==> config.mk <==
export PLATFORM = sky130hd
export DESIGN_NAME = life_automaton_generation_unit_flat
export DESIGN_NICKNAME = d
export VERILOG_FILES = /design/src/sv/lifegen_pkg.sv /design/src/sv/lifegen_req_if.sv /design/src/sv/lifegen_rsp_if.sv /design/src/sv/lifegen_linebuf.sv /design/src/sv/lifegen_window.sv /design/src/sv/life_automaton_generation_unit.sv /design/src/flat_wrapper.sv
export VERILOG_INCLUDE_DIRS = /design/src /design/src/sv
export SDC_FILE = /design/constraint.sdc
export NUM_CORES = 2
export LEC_CHECK = 0
export BUFFER_PORTS_ARGS = -buffer_cell sky130_fd_sc_hd__buf_2
export CAP_MARGIN = 15
export CORE_AREA = 2 2 453 455
export CTS_BUF_LIST = sky130_fd_sc_hd__clkbuf_8
export DETAILED_ROUTE_END_ITERATION = 10
export DIE_AREA = 0 0 455 457
export GPL_TIMING_DRIVEN = 0
export PLACE_DENSITY = 0.57
export REMOVE_ABC_BUFFERS = 1
export SLEW_MARGIN = 20
export SYNTH_ARGS = -nofsm -noshare
export SYNTH_HDL_FRONTEND = slang
export SYNTH_SLANG_ARGS = --single-unit
==> constraint.sdc <==
create_clock -name clock -period 41.2 [get_ports clock]
set_clock_uncertainty 0.2 [all_clocks]
set_input_delay 6.18 -clock clock [delete_from_list [all_inputs] [get_ports clock]]
set_output_delay 6.18 -clock clock [all_outputs]
set_load 0.005 [all_outputs]
==> src/sv/life_automaton_generation_unit_macros.svh <==
// Assertion macros for the Life generation unit.
`ifndef LIFE_AUTOMATON_GENERATION_UNIT_MACROS_SVH
`define LIFE_AUTOMATON_GENERATION_UNIT_MACROS_SVH

// Same-cycle implication, disabled during reset.
`define LIFEGEN_ASSERT_NOW(label, clk, rst, ante, cons, msg) \
   label: assert property (@(posedge clk) disable iff (rst) (ante) |-> (cons)) \
      else $error(msg);

// Next-cycle implication, disabled during reset.
`define LIFEGEN_ASSERT_NEXT(label, clk, rst, ante, cons, msg) \
   label: assert property (@(posedge clk) disable iff (rst) (ante) |=> (cons)) \
      else $error(msg);

`endif

==> src/sv/lifegen_pkg.sv <==
// Shared constants, types and the B3/S23 rule function for the Life generation unit.
package lifegen_pkg;

   localparam int MAX_COLS   = 1024;
   localparam int MAX_ROWS   = 1024;
   localparam int COL_W      = $clog2(MAX_COLS);
   localparam int NCOL_W     = $clog2(MAX_COLS + 1);
   localparam int NROW_W     = $clog2(MAX_ROWS + 1);
   localparam int ROW_W      = $clog2(MAX_ROWS + 2);
   localparam int CSR_DATA_W = 11;
   localparam int IDX_OUT_W  = 10;
   localparam int WIN_W      = 9;
   localparam int SURVIVE_N  = 2;
   localparam int BIRTH_N    = 3;

   typedef enum logic [0:0] {
      CSR_ROWS_IN_USE = 1'b0,
      CSR_COLS_IN_USE = 1'b1
   } csr_index_type;

   // Position and live flags of one accepted transaction.
   typedef struct packed {
      logic [ROW_W-1:0] row;
      logic [COL_W-1:0] col;
      logic             bot;
      logic             mid_live;
      logic             top_live;
   } cell_pos_type;

   // Next state of the centre cell (bit 4) of a 3x3 window.
   function automatic logic next_state(input logic [WIN_W-1:0] w);
      logic [3:0] n;
      n = '0;
      for (int b = 0; b < WIN_W; b++) begin
         if (b != 4) begin
            n = n + 4'(w[b]);
         end
      end
      if (n == 4'(BIRTH_N)) begin
         return 1'b1;
      end else if (n == 4'(SURVIVE_N)) begin
         return w[4];
      end
      return 1'b0;
   endfunction

endpackage

==> src/sv/lifegen_req_if.sv <==
// Input channel: current-generation cells with valid/ready.
interface lifegen_req_if;
   logic valid;
   logic ready;
   logic cell_alive;
   logic is_pad;

   modport source (output valid, output cell_alive, output is_pad, input ready);
   modport sink   (input valid, input cell_alive, input is_pad, output ready);
endinterface

==> src/sv/lifegen_rsp_if.sv <==
// Result channel: next-generation cells with position and frame marker.
interface lifegen_rsp_if;
   import lifegen_pkg::*;

   logic                 valid;
   logic                 ready;
   logic                 next_alive;
   logic [IDX_OUT_W-1:0] row_index;
   logic [IDX_OUT_W-1:0] col_index;
   logic                 frame_last;

   modport source (output valid, output next_alive, output row_index, output col_index,
                   output frame_last, input ready);
   modport sink   (input valid, input next_alive, input row_index, input col_index,
                   input frame_last, output ready);
endinterface

==> src/sv/lifegen_linebuf.sv <==
// Two line stores packed in one synchronous RAM with same-entry forwarding.
module lifegen_linebuf (
   input  logic                         clock,
   input  logic                         rd_en,
   input  logic [lifegen_pkg::COL_W-1:0] rd_addr,
   output logic [1:0]                   rd_data,
   input  logic                         wr_en,
   input  logic [lifegen_pkg::COL_W-1:0] wr_addr,
   input  logic [1:0]                   wr_data
);
   import lifegen_pkg::*;

   // bit 1: upper row, bit 0: middle row
   logic [1:0] line_mem_ff [MAX_COLS];
   logic [1:0] rdata_ff;
   logic       fwd_ff;
   logic [1:0] fwd_data_ff;

   always_ff @(posedge clock) begin
      if (wr_en) begin
         line_mem_ff[wr_addr] <= wr_data;
      end
   end

   always_ff @(posedge clock) begin
      if (rd_en) begin
         rdata_ff    <= line_mem_ff[rd_addr];
         fwd_ff      <= wr_en && (wr_addr == rd_addr);
         fwd_data_ff <= wr_data;
      end
   end

   assign rd_data = fwd_ff ? fwd_data_ff : rdata_ff;

endmodule

==> src/sv/lifegen_window.sv <==
// Window stage: 3x3 neighbourhood, B3/S23 rule and the output register.
module lifegen_window (
   input  logic                              clock,
   input  logic                              reset,
   input  logic                              in_valid,
   input  lifegen_pkg::cell_pos_type         in_pos,
   output logic                              in_ready,
   input  logic [1:0]                        mem_rd,
   output logic                              wr_en,
   output logic [lifegen_pkg::COL_W-1:0]     wr_addr,
   output logic [1:0]                        wr_data,
   input  logic [lifegen_pkg::NROW_W-1:0]    nrows,
   input  logic [lifegen_pkg::NCOL_W-1:0]    ncols,
   lifegen_rsp_if.source                     rsp_ch
);
   import lifegen_pkg::*;

   logic                 s1_valid_ff, s1_valid_in;
   cell_pos_type         s1_pos_ff;
   logic [WIN_W-1:0]     window_ff, window_in;
   logic                 out_valid_ff, out_valid_in;
   logic                 out_alive_ff;
   logic [IDX_OUT_W-1:0] out_row_ff;
   logic [IDX_OUT_W-1:0] out_col_ff;
   logic                 out_last_ff;

   logic [2:0]           slice;
   logic [WIN_W-1:0]     eval_win;
   logic                 emit;
   logic                 alive;
   logic [ROW_W-1:0]     crow;
   logic [COL_W-1:0]     ccol;
   logic                 last;
   logic                 s1_adv;
   logic                 out_load;

   always_comb begin
      slice = {s1_pos_ff.bot,
               s1_pos_ff.mid_live & mem_rd[0],
               s1_pos_ff.top_live & mem_rd[1]};
      if (s1_pos_ff.col == '0) begin
         // close the last column of the row two behind
         eval_win  = {3'b000, window_ff[WIN_W-1:3]};
         window_in = {slice, 6'b000000};
         emit      = s1_pos_ff.row >= ROW_W'(2);
         crow      = s1_pos_ff.row - ROW_W'(2);
         ccol      = COL_W'(ncols - NCOL_W'(1));
      end else begin
         eval_win  = {slice, window_ff[WIN_W-1:3]};
         window_in = eval_win;
         emit      = s1_pos_ff.row != '0;
         crow      = s1_pos_ff.row - ROW_W'(1);
         ccol      = s1_pos_ff.col - COL_W'(1);
      end
      alive = next_state(eval_win);
      last  = (crow == ROW_W'(nrows) - ROW_W'(1)) &&
              (ccol == COL_W'(ncols - NCOL_W'(1)));
   end

   assign s1_adv   = s1_valid_ff && (!emit || !out_valid_ff || rsp_ch.ready);
   assign out_load = s1_adv && emit;
   assign in_ready = !s1_valid_ff || s1_adv;

   assign wr_en   = s1_adv;
   assign wr_addr = s1_pos_ff.col;
   assign wr_data = {mem_rd[0], s1_pos_ff.bot};

   always_comb begin
      s1_valid_in = s1_valid_ff;
      if (in_valid) begin
         s1_valid_in = 1'b1;
      end else if (s1_adv) begin
         s1_valid_in = 1'b0;
      end
      out_valid_in = out_valid_ff;
      if (out_load) begin
         out_valid_in = 1'b1;
      end else if (rsp_ch.ready) begin
         out_valid_in = 1'b0;
      end
   end

   always_ff @(posedge clock) begin
      if (reset) begin
         s1_valid_ff  <= 1'b0;
         out_valid_ff <= 1'b0;
      end else begin
         s1_valid_ff  <= s1_valid_in;
         out_valid_ff <= out_valid_in;
      end
   end

   always_ff @(posedge clock) begin
      if (in_valid) begin
         s1_pos_ff <= in_pos;
      end
      if (s1_adv) begin
         window_ff <= window_in;
      end
      if (out_load) begin
         out_alive_ff <= alive;
         out_row_ff   <= IDX_OUT_W'(crow);
         out_col_ff   <= IDX_OUT_W'(ccol);
         out_last_ff  <= last;
      end
   end

   assign rsp_ch.valid      = out_valid_ff;
   assign rsp_ch.next_alive = out_alive_ff;
   assign rsp_ch.row_index  = out_row_ff;
   assign rsp_ch.col_index  = out_col_ff;
   assign rsp_ch.frame_last = out_last_ff;

endmodule

==> src/sv/life_automaton_generation_unit.sv <==
// Top level of the Life generation unit: raster counters, registers and line stores.
// One cell transaction is taken per clock unless the result channel stalls; each result
// follows its cell by one row plus one cell of input, then the read stage and the output
// register. That rate is set by the single line-store RAM, read at the incoming cell's
// column and written at the previous cell's, forwarding when consecutive transactions hit
// one entry. The line stores need no clearing pass after reset. After each frame send
// cols_in_use+1 pad transactions to flush the last row; a register write restarts the frame.
`include "life_automaton_generation_unit_macros.svh"

module life_automaton_generation_unit (
   input  logic                                clock,
   input  logic                                reset,
   lifegen_req_if.sink                         req_ch,
   lifegen_rsp_if.source                       rsp_ch,
   input  logic                                csr_we,
   input  lifegen_pkg::csr_index_type          csr_index,
   input  logic [lifegen_pkg::CSR_DATA_W-1:0]  csr_wdata
);
   import lifegen_pkg::*;

   logic [NROW_W-1:0] nrows_ff, nrows_in;
   logic [NCOL_W-1:0] ncols_ff, ncols_in;
   logic [ROW_W-1:0]  ir_ff, ir_in;
   logic [COL_W-1:0]  ic_ff, ic_in;

   logic              accept;
   logic              restart;
   logic [ROW_W-1:0]  ir_eff;
   logic [COL_W-1:0]  ic_eff;
   logic [ROW_W-1:0]  nrows_x;
   cell_pos_type      pos;
   logic              win_ready;
   logic [1:0]        mem_rd;
   logic              wr_en;
   logic [COL_W-1:0]  wr_addr;
   logic [1:0]        wr_data;

   assign accept  = req_ch.valid && win_ready;
   assign req_ch.ready = win_ready;
   assign nrows_x = ROW_W'(nrows_ff);

   always_comb begin
      restart = (NCOL_W'(ic_ff) >= ncols_ff) || (ir_ff > nrows_x + ROW_W'(1));
      ir_eff  = restart ? '0 : ir_ff;
      ic_eff  = restart ? '0 : ic_ff;

      pos.row      = ir_eff;
      pos.col      = ic_eff;
      pos.bot      = (ir_eff < nrows_x) && !req_ch.is_pad && req_ch.cell_alive;
      pos.mid_live = (ir_eff != '0) && (ir_eff <= nrows_x);
      pos.top_live = (ir_eff >= ROW_W'(2)) && (ir_eff <= nrows_x + ROW_W'(1));
   end

   always_comb begin
      nrows_in = nrows_ff;
      ncols_in = ncols_ff;
      ir_in    = ir_ff;
      ic_in    = ic_ff;
      if (csr_we) begin
         unique case (csr_index)
            CSR_ROWS_IN_USE: begin
               if (csr_wdata == '0) begin
                  nrows_in = NROW_W'(1);
               end else if (int'(csr_wdata) > MAX_ROWS) begin
                  nrows_in = NROW_W'(MAX_ROWS);
               end else begin
                  nrows_in = NROW_W'(csr_wdata);
               end
            end
            CSR_COLS_IN_USE: begin
               if (csr_wdata == '0) begin
                  ncols_in = NCOL_W'(1);
               end else if (int'(csr_wdata) > MAX_COLS) begin
                  ncols_in = NCOL_W'(MAX_COLS);
               end else begin
                  ncols_in = NCOL_W'(csr_wdata);
               end
            end
            default: begin
            end
         endcase
         ir_in = '0;
         ic_in = '0;
      end else if (accept) begin
         if (ir_eff >= nrows_x + ROW_W'(1)) begin
            ir_in = '0;
            ic_in = '0;
         end else if (NCOL_W'(ic_eff) + NCOL_W'(1) >= ncols_ff) begin
            ir_in = ir_eff + ROW_W'(1);
            ic_in = '0;
         end else begin
            ir_in = ir_eff;
            ic_in = ic_eff + COL_W'(1);
         end
      end
   end

   always_ff @(posedge clock) begin
      if (reset) begin
         nrows_ff <= NROW_W'(MAX_ROWS);
         ncols_ff <= NCOL_W'(MAX_COLS);
         ir_ff    <= '0;
         ic_ff    <= '0;
      end else begin
         nrows_ff <= nrows_in;
         ncols_ff <= ncols_in;
         ir_ff    <= ir_in;
         ic_ff    <= ic_in;
      end
   end

   lifegen_linebuf u_linebuf (
      .clock   (clock),
      .rd_en   (accept),
      .rd_addr (ic_eff),
      .rd_data (mem_rd),
      .wr_en   (wr_en),
      .wr_addr (wr_addr),
      .wr_data (wr_data)
   );

   lifegen_window u_window (
      .clock    (clock),
      .reset    (reset),
      .in_valid (accept),
      .in_pos   (pos),
      .in_ready (win_ready),
      .mem_rd   (mem_rd),
      .wr_en    (wr_en),
      .wr_addr  (wr_addr),
      .wr_data  (wr_data),
      .nrows    (nrows_ff),
      .ncols    (ncols_ff),
      .rsp_ch   (rsp_ch)
   );

   `LIFEGEN_ASSERT_NOW(a_col_in_range, clock, reset, 1'b1, NCOL_W'(ic_ff) < ncols_ff, "column counter beyond row width")
   `LIFEGEN_ASSERT_NOW(a_row_in_range, clock, reset, 1'b1, ir_ff <= nrows_x + ROW_W'(1), "row counter beyond flush row")
   `LIFEGEN_ASSERT_NOW(a_last_col, clock, reset, rsp_ch.valid && rsp_ch.frame_last, rsp_ch.col_index == IDX_OUT_W'(ncols_ff - NCOL_W'(1)), "frame end not on last column")
   `LIFEGEN_ASSERT_NEXT(a_csr_restart, clock, reset, csr_we, (ir_ff == '0) && (ic_ff == '0), "register write did not restart frame")

endmodule
==> src/flat_wrapper.sv <==
// flat-port wrapper written by rule: the top's interface ports become plain ports
module life_automaton_generation_unit_flat import lifegen_pkg::*;
  (clock, reset, csr_we, csr_index, csr_wdata, req_ch_valid, req_ch_cell_alive, req_ch_is_pad, req_ch_ready, rsp_ch_valid, rsp_ch_next_alive, rsp_ch_row_index, rsp_ch_col_index, rsp_ch_frame_last, rsp_ch_ready);
  lifegen_req_if req_ch_i ();
  lifegen_rsp_if rsp_ch_i ();
  input  logic clock;
  input  logic reset;
  input  logic csr_we;
  input  lifegen_pkg::csr_index_type csr_index;
  input  logic [lifegen_pkg::CSR_DATA_W-1:0] csr_wdata;
  input wire logic [$bits(req_ch_i.valid)-1:0] req_ch_valid;
  input wire logic [$bits(req_ch_i.cell_alive)-1:0] req_ch_cell_alive;
  input wire logic [$bits(req_ch_i.is_pad)-1:0] req_ch_is_pad;
  output wire logic [$bits(req_ch_i.ready)-1:0] req_ch_ready;
  output wire logic [$bits(rsp_ch_i.valid)-1:0] rsp_ch_valid;
  output wire logic [$bits(rsp_ch_i.next_alive)-1:0] rsp_ch_next_alive;
  output wire logic [$bits(rsp_ch_i.row_index)-1:0] rsp_ch_row_index;
  output wire logic [$bits(rsp_ch_i.col_index)-1:0] rsp_ch_col_index;
  output wire logic [$bits(rsp_ch_i.frame_last)-1:0] rsp_ch_frame_last;
  input wire logic [$bits(rsp_ch_i.ready)-1:0] rsp_ch_ready;
  assign req_ch_i.valid = req_ch_valid;
  assign req_ch_i.cell_alive = req_ch_cell_alive;
  assign req_ch_i.is_pad = req_ch_is_pad;
  assign req_ch_ready = req_ch_i.ready;
  assign rsp_ch_valid = rsp_ch_i.valid;
  assign rsp_ch_next_alive = rsp_ch_i.next_alive;
  assign rsp_ch_row_index = rsp_ch_i.row_index;
  assign rsp_ch_col_index = rsp_ch_i.col_index;
  assign rsp_ch_frame_last = rsp_ch_i.frame_last;
  assign rsp_ch_i.ready = rsp_ch_ready;
  life_automaton_generation_unit u_core (.clock(clock), .reset(reset), .req_ch(req_ch_i), .rsp_ch(rsp_ch_i), .csr_we(csr_we), .csr_index(csr_index), .csr_wdata(csr_wdata));
endmodule
==> flow_summary.toml <==
[timing]
fin_crit_sh = 0.3265
slew_headroom = 0.04551
min_period_ns = 13.45
rsz0062_at_grt = "false"
timing.final.hold_violations = 0
finalSetupViolations = 0
fmax_mhz = 74.34
holdWs_ns = 0.2990
worst_pin_slew_ns = 1.422
timing.final.max_slew_violations = 0
worst_slack_ns = 27.75

[grt]
antenna_found_initial = 19
grt_overflow = 0
grt_max_degree = 118
grt_pass1_vias = 59010
grt_pass1_wl_um = 445600
grt_util_all_layers = 0.3030

[hold_path]
hold_path_class = "flip-flop to flip-flop"
worst_hold_path.num_cells = 2

[critical_path]
path_max_fanout = 3
crit_path_start_kind = "input port"
cp.depth = 4
cp_top_family = "simple AND/OR/NAND/NOR gates"
required_ns = 34.82
crit_slowest_cell = "nor2b_1"
crit_path_frequent_cell = "buf_2"
path_cells = "buf_2 > nor2b_1 > nand3_1 > buf_2"
cp_slowest_stage_delay_ns = 0.29
crit_buf_inv = 2
r2r_cells = 23
crit_arrival_ns = 7.07
end_kind = "primary output"
crit_type = "input port to primary output"

[logic_synthesis]
ys.flop_type = "edfxtp_1"
synth_seq_cells = 2150
yosysSeqAreaShare = 0.7062
synthArstFlopShare = 0
syn_area_um2 = 90780
yosysWarnings = 0
synth_cell_types = 97
avgSynthCellArea_um2 = 14.21
syn_inst = 6388
synth_edf_count = 2105

[pwr]
p_leak_nw = 32.31
p_total_mw = 4.357
peakVddDrop_uv = 31.45
p_per_area_nw_per_um2 = 41.95

[cts]
cts_made_buffers = 360
cts_root_buffer = "clkbuf_8"
post_cts_buffers = 0
tritoncts = "done"
cts.sinks = 2150
clockBufferDepth = 4
ctsResizeCount = 0
cts-htree-levels = 5
path_clk_slew_ns = 0.06
clk_latency_ns = 1.10
hold_buffers = 0

[routing]
wl_per_cell_um = 33.76
postRouteWirelength_um = 320200
drc = 0
vias_per_cell = 6.426
ant_nets = 0
first_pass_iters = 8
drt_iter0_drc = 9117
vias = 60960

[finish]
final_common_cell = "edfxtp_1"
nFillCells = 17040
mostFrequentLayoutCells = "edfxtp_1, nor2_1, clkbuf_8"
fin_area_um2 = 103900
fin_util = 0.5108
final_nets = 6651
syn_to_final_growth_pct = 14.42
drive_gt1_frac = 0.1658

[outcome]
outcome = "completed"

[die]
row_count = 166
die-area_um2 = 207900
initial_utilization = 0.4465
io_pins = 43
die_w_um = 455
core_area_um2 = 203300
die_h_um = 457

[placement]
placed_cell_area_um2 = 97760
dpl.hpwl_um = 205500
io_buffer_count = 42
dp_worst_setup_slack_ns = 27.74
routabilityCongestion = 0.8662

[job]
max_cap_viol_count = 0
==> cell usage after synthesis, types with 40 or more instances <==
cell type	n	area, um^2
xnor2_1	61	534.3
mux2i_1	223	2232
ha_1	71	888.4
a211oi_1	86	645.6
nand3_1	88	440.4
o211ai_1	40	300.3
a31oi_1	41	256.5
o21ai_0	161	805.8
o22ai_1	203	1270
nand2_1	243	912.1
nor2_1	1267	4756
inv_1	64	240.2
mux4_2	158	3558
a22oi_1	40	300.3
clkbuf_1	308	1156
nor4_1	55	344.1
dfxtp_1	45	900.9
edfxtp_1	2105	63210
buf_2	95	475.5
o221ai_1	85	744.5
nor2_2	47	294.0
buf_1	41	153.9
mux2_2	77	867.1
a21oi_1	182	910.9
nor3_1	117	585.6
==> area by class of cell <==
cell class / count / area, um^2 / share of cell area
clock inverter: 223 / 1003 / 0.009661
clock buffer: 367 / 5051 / 0.04863
sequential: 2150 / 64130 / 0.6175
tap: 2688 / 3363 / 0.03238
inverter: 70 / 286.5 / 0.002759
timing repair buffer: 296 / 5005 / 0.04818
antenna: 13 / 32.53 / 0.0003132
multi-input combinational: 3679 / 24990 / 0.2406
==> metrics by stage <==
step	std cells	setup TNS (ns)
after floorplan	5899	0
after global placement	8629	-316.82
after detailed placement	8882	0
after CTS	9472	0
after global routing	9477	0
final	9486	0
==> worst min-delay path, cell delays in order (launching register included) <==
cell     delay, ns
dfxtp_1       0.33
a21oi_1       0.07
nor2_1        0.07
==> flip-flops by register name (all words and copies together), names as in the netlist, 6 cells and up <==
name,flops
u_core.ic_ff,10
u_core.ir_ff,11
u_core.ncols_ff,11
u_core.nrows_ff,11
u_core.u_linebuf.line_mem_ff,2048
u_core.u_window.rsp_ch.col_index,10
u_core.u_window.rsp_ch.row_index,10
u_core.u_window.s1_pos_ff,13
u_core.u_window.window_ff,6
u_core.u_window.wr_addr,10
==> power by group <==
part | internal (mW) | switching, mW | leakage, nW
Combinational | 0.0733 | 0.164 | 9.39
Sequential | 2.42 | 0.00546 | 19.4
Clock | 0.846 | 0.850 | 3.52
==> worst paths after layout <==
check,startpoint,endpoint,slack (ns)
worst max-delay path,rsp_ch_ready,req_ch_ready,27.75
worst min-delay path,u_core.ncols_ff[5]$_SDFFE_PP0P_,u_core.ncols_ff[5]$_SDFFE_PP0P_,0.30
worst max register to register,u_core.ic_ff[6]$_SDFFE_PP0P_,u_core.ic_ff[1]$_SDFFE_PP0P_,31.83
worst min register to register,u_core.ncols_ff[5]$_SDFFE_PP0P_,u_core.ncols_ff[5]$_SDFFE_PP0P_,0.30
==> metal layers <==
metal	wire length, um	GRT usage	vias to the layer above
met1	124200	0.4137	31370
met5	155	0	-
met3	35590	0.07547	795
met2	143600	0.4576	3880
met4	16620	0.1375	14
li1	-	-	24900
==> logic make-up after synthesis <==
logic type / after synthesis / synth area share
AO/OA/AOI/OAI: 1068 / 0.08006
multiplexers: 458 / 0.07334
flip-flops: 2150 / 0.7062
buffers and inverters: 559 / 0.02723
AND/OR/NAND/NOR: 2005 / 0.09535
adder cells (fa/ha/maj): 75 / 0.01067
XOR/XNOR: 73 / 0.007126
Note: power is estimated with default switching activity, not from simulation.
